--- src/hw/rtl/sqe_pkg.sv ---
package sqe_pkg;

  localparam int NV_W     = 3;
  localparam int SUM_W    = 52;
  localparam int TUSER_W  = 2;

  localparam logic [SUM_W-1:0] SUM_MAX = {SUM_W{1'b1}};

  typedef enum logic [1:0] {
    MODE_NONE = 2'd0,
    MODE_SUM  = 2'd1,
    MODE_MEAN = 2'd2
  } mode_e;

  typedef enum logic {
    DIV_IDLE,
    DIV_RUN
  } div_state_e;

  typedef struct packed {
    logic busy;
    logic done;
  } div_status_t;

endpackage

--- src/hw/rtl/sqe_lane.sv ---
module sqe_lane #(
  parameter int DATA_WIDTH = 16
) (
  input  logic                    clk_i,
  input  logic                    load_i,
  input  logic                    en_i,
  input  logic [DATA_WIDTH-1:0]   label_i,
  input  logic [DATA_WIDTH-1:0]   pred_i,
  output logic [2*DATA_WIDTH-1:0] square_o
);

  logic signed [DATA_WIDTH:0]  diff;
  logic        [DATA_WIDTH:0]  mag_full;
  logic        [DATA_WIDTH-1:0] mag;
  logic [2*DATA_WIDTH-1:0]     square_d, square_q;

  always_comb begin
    diff     = $signed({label_i[DATA_WIDTH-1], label_i})
             - $signed({pred_i[DATA_WIDTH-1], pred_i});
    mag_full = diff[DATA_WIDTH] ? (~diff + 1'b1) : diff;
    mag      = mag_full[DATA_WIDTH-1:0];
    square_d = en_i ? (mag * mag) : '0;
  end

  always_ff @(posedge clk_i) begin
    if (load_i) begin
      square_q <= square_d;
    end
  end

  assign square_o = square_q;

endmodule

--- src/hw/rtl/sqe_div.sv ---
module sqe_div #(
  parameter int DIVIDEND_W = 52,
  parameter int DIVISOR_W  = 21
) (
  input  logic                      clk_i,
  input  logic                      rst_ni,
  input  logic                      start_i,
  input  logic [DIVIDEND_W-1:0]     dividend_i,
  input  logic [DIVISOR_W-1:0]      divisor_i,
  output sqe_pkg::div_status_t      status_o,
  output logic [DIVIDEND_W-1:0]     quotient_o
);
  import sqe_pkg::*;

  localparam int CNT_W = (DIVIDEND_W > 1) ? $clog2(DIVIDEND_W) : 1;
  localparam logic [CNT_W-1:0] LAST_STEP = CNT_W'(DIVIDEND_W - 1);

  div_state_e            state_q, state_d;
  logic [CNT_W-1:0]      cnt_q, cnt_d;
  logic [DIVIDEND_W-1:0] quo_q, quo_d;
  logic [DIVISOR_W-1:0]  rem_q, rem_d;
  logic [DIVISOR_W-1:0]  dsr_q;
  logic [DIVISOR_W:0]    trial;
  logic                  qbit;
  logic                  last_step;

  // one quotient bit per cycle, MSB first
  always_comb begin
    trial     = {rem_q, quo_q[DIVIDEND_W-1]};
    qbit      = (trial >= {1'b0, dsr_q});
    rem_d     = qbit ? DIVISOR_W'(trial - {1'b0, dsr_q}) : trial[DIVISOR_W-1:0];
    quo_d     = {quo_q[DIVIDEND_W-2:0], qbit};
    last_step = (cnt_q == LAST_STEP);
  end

  always_comb begin
    state_d = state_q;
    unique case (state_q)
      DIV_IDLE: if (start_i) state_d = DIV_RUN;
      DIV_RUN:  if (last_step) state_d = DIV_IDLE;
      default:  state_d = DIV_IDLE;
    endcase
  end

  always_comb begin
    cnt_d         = cnt_q;
    status_o.busy = 1'b0;
    status_o.done = 1'b0;
    unique case (state_q)
      DIV_IDLE: cnt_d = '0;
      DIV_RUN: begin
        status_o.busy = 1'b1;
        status_o.done = last_step;
        cnt_d         = cnt_q + 1'b1;
      end
      default: cnt_d = '0;
    endcase
  end

  always_ff @(posedge clk_i or negedge rst_ni) begin
    if (!rst_ni) begin
      state_q <= DIV_IDLE;
      cnt_q   <= '0;
    end else begin
      state_q <= state_d;
      cnt_q   <= cnt_d;
    end
  end

  always_ff @(posedge clk_i) begin
    if (state_q == DIV_IDLE && start_i) begin
      quo_q <= dividend_i;
      rem_q <= '0;
      dsr_q <= divisor_i;
    end else if (state_q == DIV_RUN) begin
      quo_q <= quo_d;
      rem_q <= rem_d;
    end
  end

  assign quotient_o = quo_d;

  a_start_runs: assert property (@(posedge clk_i) disable iff (!rst_ni)
    (state_q == DIV_IDLE && start_i) |=> status_o.busy)
    else $error("divider did not start");

endmodule

--- src/hw/rtl/sqe_merge.sv ---
module sqe_merge #(
  parameter int LANES        = 4,
  parameter int SQ_W         = 32,
  parameter int CNT_W        = 21,
  parameter int MAX_ELEMENTS = 1048576
) (
  input  logic                     clk_i,
  input  logic                     rst_ni,
  input  logic                     step_i,
  input  sqe_pkg::mode_e           mode_i,
  input  logic                     last_i,
  input  logic [LANES-1:0]         en_i,
  input  logic [LANES*SQ_W-1:0]    squares_i,
  output logic [sqe_pkg::SUM_W-1:0] sum_o,
  output logic [CNT_W-1:0]         count_o,
  output logic                     sat_o
);
  import sqe_pkg::*;

  localparam int PART_W = SQ_W + $clog2(LANES) + 1;
  localparam int ACC_W  = ((SUM_W > PART_W) ? SUM_W : PART_W) + 1;
  localparam logic [CNT_W-1:0] CNT_MAX = CNT_W'(MAX_ELEMENTS);

  logic [SUM_W-1:0]  sum_q;
  logic [CNT_W-1:0]  cnt_q;
  logic              sat_q;
  logic [CNT_W-1:0]  room;
  logic [LANES-1:0]  take;
  logic [PART_W-1:0] part;
  logic [ACC_W-1:0]  acc;

  // lanes past the remaining room are dropped and mark saturation
  always_comb begin
    room = CNT_MAX - cnt_q;
    part = '0;
    for (int i = 0; i < LANES; i++) begin
      take[i] = en_i[i] && (CNT_W'(i) < room);
      if (take[i]) begin
        part = part + PART_W'(squares_i[i*SQ_W +: SQ_W]);
      end
    end
    acc     = ACC_W'(sum_q) + ACC_W'(part);
    sum_o   = (acc > ACC_W'(SUM_MAX)) ? SUM_MAX : acc[SUM_W-1:0];
    count_o = cnt_q + CNT_W'($countones(take));
    sat_o   = sat_q | (|(en_i & ~take));
  end

  always_ff @(posedge clk_i or negedge rst_ni) begin
    if (!rst_ni) begin
      sum_q <= '0;
      cnt_q <= '0;
      sat_q <= 1'b0;
    end else if (step_i) begin
      if (last_i) begin
        sum_q <= '0;
        cnt_q <= '0;
        sat_q <= 1'b0;
      end else if (mode_i != MODE_NONE) begin
        sum_q <= sum_o;
        cnt_q <= count_o;
        sat_q <= sat_o;
      end
    end
  end

  a_count_bound: assert property (@(posedge clk_i) disable iff (!rst_ni)
    cnt_q <= CNT_MAX)
    else $error("element count above limit");

  a_sat_at_limit: assert property (@(posedge clk_i) disable iff (!rst_ni)
    sat_q |-> (cnt_q == CNT_MAX))
    else $error("saturation flag without full count");

endmodule

--- src/hw/rtl/squared_error_loss_core.sv ---
// channel   dir  signals                                   content
// s_axis    in   tvalid/tready/tdata/tlast                 lane labels, preds, lanes_valid
// m_axis    out  tvalid/tready/tdata/tuser/tlast           lane squares, total, flags
// cfg       in   cfg_valid/cfg_ready/cfg_data              reduction mode
//
// One item per cycle through the lane multipliers and merge adder when nothing stalls.
// A mean total waits on the radix-2 divider; input stalls once lane stage is full.
// Reset clears mode, running sum, element count and the saturation flag.
// Output register decouples sides; a stalled output holds only emitting merge steps.
module squared_error_loss_core #(
  parameter int LANES        = 4,
  parameter int DATA_WIDTH   = 16,
  parameter int MAX_ELEMENTS = 1048576,
  localparam int SQ_W  = 2 * DATA_WIDTH,
  localparam int IN_W  = ((2 * LANES * DATA_WIDTH + sqe_pkg::NV_W + 7) / 8) * 8,
  localparam int OUT_W = ((LANES * SQ_W + sqe_pkg::SUM_W + 7) / 8) * 8
) (
  input  logic                        clk_i,
  input  logic                        rst_ni,
  input  logic                        s_axis_tvalid_i,
  output logic                        s_axis_tready_o,
  // label_0..label_{L-1}, pred_0..pred_{L-1}, lanes_valid
  input  logic [IN_W-1:0]             s_axis_tdata_i,
  input  logic                        s_axis_tlast_i,
  output logic                        m_axis_tvalid_o,
  input  logic                        m_axis_tready_i,
  // square_0..square_{L-1}, total
  output logic [OUT_W-1:0]            m_axis_tdata_o,
  // is_total, overflow
  output logic [sqe_pkg::TUSER_W-1:0] m_axis_tuser_o,
  output logic                        m_axis_tlast_o,
  input  logic                        cfg_valid_i,
  output logic                        cfg_ready_o,
  input  logic [1:0]                  cfg_data_i
);
  import sqe_pkg::*;

  localparam int CNT_W = $clog2(MAX_ELEMENTS + 1);

  mode_e                  mode_q;
  logic                   s_fire;
  logic [NV_W-1:0]        nv;
  logic [LANES-1:0]       en_d;
  logic [LANES-1:0]       en1_q;
  logic                   v1_q;
  logic                   last1_q;
  mode_e                  mode1_q;
  logic [LANES*SQ_W-1:0]  squares;

  logic [SUM_W-1:0]       m_sum;
  logic [CNT_W-1:0]       m_count;
  logic                   m_sat;

  div_status_t            div_st;
  logic [SUM_W-1:0]       quotient;
  logic                   div_start;
  logic                   div_ovf_q;

  logic                   need_out;
  logic                   out_free;
  logic                   adv1;
  logic                   load_direct;

  logic                   out_valid_q;
  logic [LANES*SQ_W-1:0]  sq_out_q;
  logic [SUM_W-1:0]       total_q;
  logic                   is_total_q;
  logic                   ovf_q;
  logic                   last_out_q;

  // config
  assign cfg_ready_o = 1'b1;

  always_ff @(posedge clk_i or negedge rst_ni) begin
    if (!rst_ni) begin
      mode_q <= MODE_NONE;
    end else if (cfg_valid_i && (cfg_data_i <= MODE_MEAN)) begin
      mode_q <= mode_e'(cfg_data_i);
    end
  end

  // lane stage
  assign nv     = s_axis_tdata_i[2*LANES*DATA_WIDTH +: NV_W];
  assign s_fire = s_axis_tvalid_i && s_axis_tready_o;

  for (genvar i = 0; i < LANES; i++) begin : g_lane
    assign en_d[i] = (int'(nv) > i);

    sqe_lane #(.DATA_WIDTH(DATA_WIDTH)) u_lane (
      .clk_i    (clk_i),
      .load_i   (s_fire),
      .en_i     (en_d[i]),
      .label_i  (s_axis_tdata_i[i*DATA_WIDTH +: DATA_WIDTH]),
      .pred_i   (s_axis_tdata_i[(LANES+i)*DATA_WIDTH +: DATA_WIDTH]),
      .square_o (squares[i*SQ_W +: SQ_W])
    );
  end

  always_ff @(posedge clk_i or negedge rst_ni) begin
    if (!rst_ni) begin
      v1_q <= 1'b0;
    end else if (s_fire) begin
      v1_q <= 1'b1;
    end else if (adv1) begin
      v1_q <= 1'b0;
    end
  end

  always_ff @(posedge clk_i) begin
    if (s_fire) begin
      en1_q   <= en_d;
      last1_q <= s_axis_tlast_i;
      mode1_q <= mode_q;
    end
  end

  // merge stage
  sqe_merge #(
    .LANES        (LANES),
    .SQ_W         (SQ_W),
    .CNT_W        (CNT_W),
    .MAX_ELEMENTS (MAX_ELEMENTS)
  ) u_merge (
    .clk_i     (clk_i),
    .rst_ni    (rst_ni),
    .step_i    (adv1),
    .mode_i    (mode1_q),
    .last_i    (last1_q),
    .en_i      (en1_q),
    .squares_i (squares),
    .sum_o     (m_sum),
    .count_o   (m_count),
    .sat_o     (m_sat)
  );

  assign need_out    = (mode1_q == MODE_NONE) || last1_q;
  assign out_free    = !out_valid_q || m_axis_tready_i;
  assign adv1        = v1_q && !div_st.busy && (!need_out || out_free);
  assign div_start   = adv1 && last1_q && (mode1_q == MODE_MEAN) && (m_count != '0);
  assign load_direct = adv1 && need_out && !div_start;
  assign s_axis_tready_o = !v1_q || adv1;

  sqe_div #(
    .DIVIDEND_W (SUM_W),
    .DIVISOR_W  (CNT_W)
  ) u_div (
    .clk_i      (clk_i),
    .rst_ni     (rst_ni),
    .start_i    (div_start),
    .dividend_i (m_sum),
    .divisor_i  (m_count),
    .status_o   (div_st),
    .quotient_o (quotient)
  );

  always_ff @(posedge clk_i) begin
    if (div_start) begin
      div_ovf_q <= m_sat;
    end
  end

  // output register
  always_ff @(posedge clk_i or negedge rst_ni) begin
    if (!rst_ni) begin
      out_valid_q <= 1'b0;
    end else if (div_st.done || load_direct) begin
      out_valid_q <= 1'b1;
    end else if (m_axis_tready_i) begin
      out_valid_q <= 1'b0;
    end
  end

  always_ff @(posedge clk_i) begin
    if (div_st.done) begin
      sq_out_q   <= '0;
      total_q    <= quotient;
      is_total_q <= 1'b1;
      ovf_q      <= div_ovf_q;
      last_out_q <= 1'b1;
    end else if (load_direct) begin
      if (mode1_q == MODE_NONE) begin
        sq_out_q   <= squares;
        total_q    <= '0;
        is_total_q <= 1'b0;
        ovf_q      <= 1'b0;
      end else begin
        sq_out_q   <= '0;
        total_q    <= (mode1_q == MODE_MEAN) ? '0 : m_sum;
        is_total_q <= 1'b1;
        ovf_q      <= m_sat;
      end
      last_out_q <= last1_q;
    end
  end

  assign m_axis_tvalid_o = out_valid_q;
  assign m_axis_tdata_o  = OUT_W'({total_q, sq_out_q});
  assign m_axis_tuser_o  = {ovf_q, is_total_q};
  assign m_axis_tlast_o  = last_out_q;

  a_div_slot_free: assert property (@(posedge clk_i) disable iff (!rst_ni)
    div_start |-> out_free)
    else $error("divider started with output occupied");

  a_no_adv_in_div: assert property (@(posedge clk_i) disable iff (!rst_ni)
    div_st.busy |-> !adv1)
    else $error("merge advanced during division");

  a_one_load: assert property (@(posedge clk_i) disable iff (!rst_ni)
    !(div_st.done && load_direct))
    else $error("two sources loading output register");

endmodule
--- config.mk ---
export PLATFORM = sky130hd
export DESIGN_NAME = squared_error_loss_core
export DESIGN_NICKNAME = d
export VERILOG_FILES = /design/src/hw/rtl/sqe_pkg.sv /design/src/hw/rtl/sqe_lane.sv /design/src/hw/rtl/sqe_div.sv /design/src/hw/rtl/sqe_merge.sv /design/src/hw/rtl/squared_error_loss_core.sv
export SDC_FILE = /design/constraint.sdc
export NUM_CORES = 2
export LEC_CHECK = 0
export ABC_CLOCK_PERIOD_IN_PS = 12100
export BUFFER_PORTS_ARGS = -buffer_cell sky130_fd_sc_hd__buf_2
export CORE_MARGIN = 1.5
export CORE_UTILIZATION = 35
export CTS_CLUSTER_SIZE = 30
export DETAILED_ROUTE_END_ITERATION = 10
export PLACE_DENSITY = 0.49
export REMOVE_ABC_BUFFERS = 1
export SLEW_MARGIN = 20
export SYNTH_ARGS = -nofsm -noshare
export SYNTH_HDL_FRONTEND = slang
export SYNTH_SLANG_ARGS = --single-unit
--- constraint.sdc ---
create_clock -name clk_i -period 12.1 [get_ports clk_i]
set_clock_uncertainty 0.15 [all_clocks]
set_input_delay 3.63 -clock clk_i [delete_from_list [all_inputs] [get_ports clk_i]]
set_output_delay 3.63 -clock clk_i [all_outputs]
set_load 0.05 [all_outputs]
# ---- After elaboration in Yosys (flattened, before gate mapping)
# Cells that the tools add are included.
dict set report classes {
  n_bitwise 8
  magnitude_cmp 11
  multipliers 4
  mux 36
  addsub 19
  eq_ne 2
  reduce_logical 34
}
# cell count
set ops {}
lappend ops {{52-bit 2-to-1 mux} 9}
lappend ops {{16-bit by 16-bit multiplier with 32-bit output} 4}
lappend ops {{128-bit 2-to-1 mux} 1}
lappend ops {{35-bit 2-to-1 mux} 3}
lappend ops {{35-bit by 32-bit adder with 35-bit output} 2}
lappend ops {{16-bit by 16-bit subtractor with 17-bit output} 4}
lappend ops {{16-bit by 1-bit adder with 16-bit output (second input constant)} 4}
lappend ops {{16-bit 2-to-1 mux} 4}
lappend ops {{16-bit inverter} 4}
lappend ops {{21-bit 2-to-1 mux} 3}
lappend ops {{52-bit by 35-bit adder with 53-bit output} 1}
lappend ops {{53-bit by 52-bit greater-than comparator with 1-bit output (second input constant)} 1}
lappend ops {{21-bit adder} 2}
lappend ops {{1-bit by 21-bit < comparator with 1-bit output (first input constant)} 2}
lappend ops {{2-bit by 21-bit < comparator with 1-bit output (first input constant)} 2}
lappend ops {{32-bit by 32-bit adder with 33-bit output} 1}
lappend ops {{32-bit 2-to-1 mux} 1}
lappend ops {{22-bit by 21-bit greater-or-equal comparator with 1-bit output} 1}
lappend ops {{21-bit nonzero test} 1}
lappend ops {{21-bit subtractor} 1}
lappend ops {{21-bit subtractor (first input constant)} 1}
lappend ops {{1-bit logical AND} 14}
lappend ops {{1-bit 2-to-1 mux} 12}
lappend ops {{6-bit case mux with 2 select lines} 1}
lappend ops {{other kinds (19)} 35}
dict set report word_totals {
  register_bits 498
}

# ---- Logic depth before layout (Yosys ltp)
dict set report depth {
  ltp_word 17
  depth_mapped 60
  depth_no_buf 57
}

# ---- Modules after synthesis
# A second synthesis with hierarchy kept.
dict set report hier_totals {
  cells_unflattened 7122
  hier_area_um2 64286.7
}
# module seq_area_each_um2 area_each_um2 n_inst cells_per_inst
set modules_own_cells {}
lappend modules_own_cells {sqe_merge 1851.8 12512.0 1 1642}
lappend modules_own_cells {{sqe_lane at g_lane[0].u_lane} 930.9 9706.8 1 1083}
lappend modules_own_cells {{sqe_lane at g_lane[1].u_lane} 930.9 9571.7 1 1057}
lappend modules_own_cells {{sqe_lane at g_lane[2].u_lane} 930.9 9549.2 1 1074}
lappend modules_own_cells {{sqe_lane at g_lane[3].u_lane} 930.9 9424.0 1 1043}
lappend modules_own_cells {squared_error_loss_core 4534.3 8027.7 1 743}
lappend modules_own_cells {sqe_div 2787.7 5495.3 1 480}

# ---- Worst setup path before layout
# OpenSTA, ideal clock, no wires.
dict set report synth_timing {
  path_type {input port to flip-flop}
  from {input s_axis_tdata_i[32]}
  to {register g_lane[2].u_lane.square_q[31], data pin}
  path_stages 45
  required_ns 11.684
  path_buffers 1
  setup_slack_ns -1.283
  t_arrival_ns 12.967
  path_cell_list {inv_1 ha_1 inv_1 fa_1 a21o_1 a21oi_1 o21ai_0 a21oi_1 o21bai_1 a211o_1 a2111oi_1 o31ai_1 a2111oi_2 nor2_1 clkbuf_1 nor2_1 xor2_1 inv_2 (+9 left out) inv_1 fa_1 inv_1 fa_1 inv_1 ha_1 a21oi_1 o22ai_1 or2_2 a311oi_1 nor3_1 nor2_1 a21o_1 o21ai_0 a21o_1 a21oi_1 xnor2_1 nor2_1}
}
dict set report synth_between {
  elab_chain_len 5
}
# item line
set synth_lines {}
lappend synth_lines {{from (decl)} squared_error_loss_core.sv:23} ;# input logic [IN_W-1:0] s_axis_tdata_i,
lappend synth_lines {{16-bit by 16-bit subtractor with 17-bit output *} sqe_lane.sv:19} ;# - $signed({pred_i[DATA_WIDTH-1], pred_i});
lappend synth_lines {{16-bit inverter} sqe_lane.sv:20} ;# mag_full = diff[DATA_WIDTH] ? (~diff + 1'b1) : diff;
lappend synth_lines {{16-bit by 1-bit adder with 16-bit output} sqe_lane.sv:20}
lappend synth_lines {{16-bit 2-to-1 mux *} sqe_lane.sv:20}
lappend synth_lines {{16-bit by 16-bit multiplier with 32-bit output *} sqe_lane.sv:22} ;# square_d = en_i ? (mag * mag) : '0;
lappend synth_lines {{to (signal assigned)} sqe_lane.sv:27} ;# square_q <= square_d;
lappend synth_lines {{to (decl)} sqe_lane.sv:15} ;# logic [2*DATA_WIDTH-1:0] square_d, square_q;
# Mark *: on every way between the ends. The rest lies on a longest branch, timed or not.
# A chain may end at the register's enable or synchronous reset.

# ---- Worst setup path in the final report
# Same ends and word-level chain as after synthesis.

==> impl_metrics.json <==
{
  "grt_pass1_vias": 49570,
  "grt_pass1_wl_mm": 274.2,
  "ys.warnings.count": 0,
  "synth_top_area_share_pct": 22.68,
  "synth_ff_type": "edfxtp_1",
  "dp_hpwl_mm": 142.9,
  "relSlewSlack_pct": 27.03,
  "clockRootBuffer": "clkbuf_16",
  "ys_seq_area_share_pct": 21.87,
  "areaGrowthSynthToFinish_pct": 31.58,
  "cp-end-kind": "register",
  "setup_violations": 9,
  "antenna_found_initial": 5,
  "drt_iter0_drc": 2705,
  "ff2ff_path_depth": 56,
  "routed_wirelength_mm": 177.5,
  "grt_max_degree": 98,
  "min_to": "mode1_q[0]$_DFFE_PP_",
  "crit_top_cell": "fa_1",
  "layout_common_cells": "buf_4 (1136), inv_1 (968), fa_1 (642)",
  "place_ws_ns": -1.843,
  "clk_latency_ns": 0.69,
  "fill_cells": 16010,
  "design_area_um2": 77230,
  "antenna_left": 0,
  "rsz0062_at_grt": "true",
  "path_clk_slew_ns": 0.06,
  "clk_path_buf_depth": 3,
  "holdPathStages": 0,
  "syn_area_um2": 58690,
  "cts.sinks": 491,
  "synth_area_leaders": "fa_1 (23%), ha_1 (13%), edfxtp_1 (13%)",
  "crit_required_ns": 12.36,
  "ctsHoldBuffers": 0,
  "via_per_inst": 4.860,
  "worst-r2r-setup-slack_ns": 0.46,
  "place.gp.congestion": 0.9018,
  "io_pins": 334,
  "cts_max_level": 2,
  "ys_types": 103,
  "r2r_start": "u_merge.cnt_q[6]$_DFFE_PN0P_",
  "dr_total_vias": 48590,
  "cap_violations": 0,
  "mostFrequentLayoutCell": "buf_4",
  "layout_setup_ws_ns": -0.2399,
  "cp_slowest_cell": "fa_1",
  "die_w_um": 412.5,
  "period_share_pct": 102.0,
  "drive_above_1_share_pct": 30.55,
  "dpl_cell_area_um2": 70210,
  "async_flop_share_pct": 17.31,
  "path_max_fanout": 4,
  "cts_tree": "yes",
  "drc": 0,
  "ys_seq_elements": 491,
  "arrival_ns": 12.60,
  "die_y_um": 412.5,
  "portBuffers": 322,
  "finalHoldViolations": 0,
  "worst_pin_slew_ns": 1.095,
  "start_kind": "input port",
  "failed_checks": "setup timing",
  "start_util_pct": 35.18,
  "nNetsFinal": 9177,
  "synth_area_leader_cell": "fa_1",
  "synth_cells": 6363,
  "post-route-util_pct": 46.29,
  "avgRoutedWirePerCell_um": 17.75,
  "timing.fmax_mhz": 81.04,
  "cts_made_buffers": 55,
  "period_needed_ns": 12.34,
  "core_area_um2": 166800,
  "min_from": "mode_q[0]$_DFFE_PN0P_",
  "grt-ovfl-total": 0,
  "holdWs_ns": 0.2988,
  "path_class": "in2reg",
  "r2r-end": "total_q[43]$_DFFE_PP_",
  "slew_viol_final": 0,
  "slowest_delay_ns": 0.53,
  "drtPass1Iterations": 7,
  "synth_enable_flop_cells": 258,
  "row_count": 150,
  "hp-class": "reg2reg",
  "status": "finished with violations",
  "fp.dieArea_um2": 170200,
  "avgSynthCellArea_um2": 9.224,
  "track_usage_pct": 20.57
}
cells by family after synthesis:
kind of cell / Yosys count / synth area share (%)
buffers and inverters: 1307 / 8.461
flip-flops: 491 / 21.87
multiplexers: 66 / 1.253
adder cells (fa/ha/maj): 1289 / 35.98
other: 2 / 0.01280
AND/OR/NAND/NOR: 1635 / 12.80
XOR/XNOR: 378 / 5.666
AO/OA/AOI/OAI: 1195 / 13.96
sequential cells by signal (all words and copies together) (netlist names), 6 cells and up:
register / flops
g_lane.u_lane.square_o: 124
total_q: 52
sq_out_q: 125
u_merge.cnt_q: 21
u_div.cnt_q: 6
u_div.quo_q: 52
u_merge.sum_q: 52
u_div.rem_q: 21
u_div.dsr_q: 21
routing by layer:
layer	routed length [um]	global-route usage, %	up-vias	share of wire [%]
met3	7879	2.502	202	4.4
li1	-	-	23820	-
met5	11	0	-	0.0062
met2	84030	34.51	870	47
met4	5904	6.053	2	3.3
met1	79670	27.66	23700	45
cells in the mapped netlist, types with 58 or more instances:
master and count:
xnor2_1 228, xor2_1 149, dfrtp_1 85, clkbuf_1 200, nand2b_1 64, a21oi_1 256
a22o_1 220, inv_1 1066, a21o_1 125, ha_1 622, edfxtp_1 258, or2_2 88
nand3_1 58, o21ai_0 236, a31oi_1 61, nor3_1 88, nor2_1 695, nand2_1 368
dfxtp_1 148, fa_1 665
what timing repair did:
action	in CTS	in global routing
pin swaps	172	423
endpoints found under the hold margin	0	0
setup buffers	76	111
cloned	3	2
endpoints found under the setup margin	96	205
resized for setup	266	564
cell type report:
type                            instances  area (um2)  area share (%)
Timing Repair Buffer                 1546       11350           14.70
Sequential cell                       491       12840           16.62
Tap cell                             2204        2758           3.571
Clock buffer                           72        1533           1.985
Clock inverter                         32       503.0          0.6513
Antenna cell                            1       2.502        0.003240
Multi-Input combinational cell       4572       44150           57.17
Inverter                             1080        4084           5.288
critical path: cells and delay by family:
family                   cells  cell delay (ns)
XOR/XNOR                     2             0.35
adder cells (fa/ha/maj)      9             3.65
AO/OA/AOI/OAI               15             2.99
AND/OR/NAND/NOR              8             1.17
buffers and inverters        9             0.82
metrics by stage:
stage / TNS [ns] / std cells
after floorplan: -1033.75 / 6141
after global placement: -60.20 / 9714
after detailed placement: -62.59 / 9714
after CTS: -0.2613 / 9896
after global routing: -9.807 / 9997
final: -0.8528 / 9998
worst max path at each step:
stage / slack (ns) / from / to / cells after the start
after detailed placement: -1.84 / s_axis_tdata_i[32] / g_lane[2].u_lane.square_o[31]$_SDFFCE_PN0P_ / 46
after global routing: -0.64 / s_axis_tdata_i[32] / g_lane[2].u_lane.square_o[31]$_SDFFCE_PN0P_ / 43
after CTS: -0.11 / s_axis_tdata_i[32] / g_lane[2].u_lane.square_o[31]$_SDFFCE_PN0P_ / 48
final: -0.24 / s_axis_tdata_i[32] / g_lane[2].u_lane.square_o[31]$_SDFFCE_PN0P_ / 43
after global placement: -1.78 / s_axis_tdata_i[32] / g_lane[2].u_lane.square_o[31]$_SDFFCE_PN0P_ / 46
after floorplan: -5.43 / u_merge.cnt_q[0]$_DFFE_PN0P_ / ovf_q$_DFFE_PP_ / 30
Power is not shown: default switching activity piles up to over one toggle a cycle in this logic, so the estimate is an artifact.
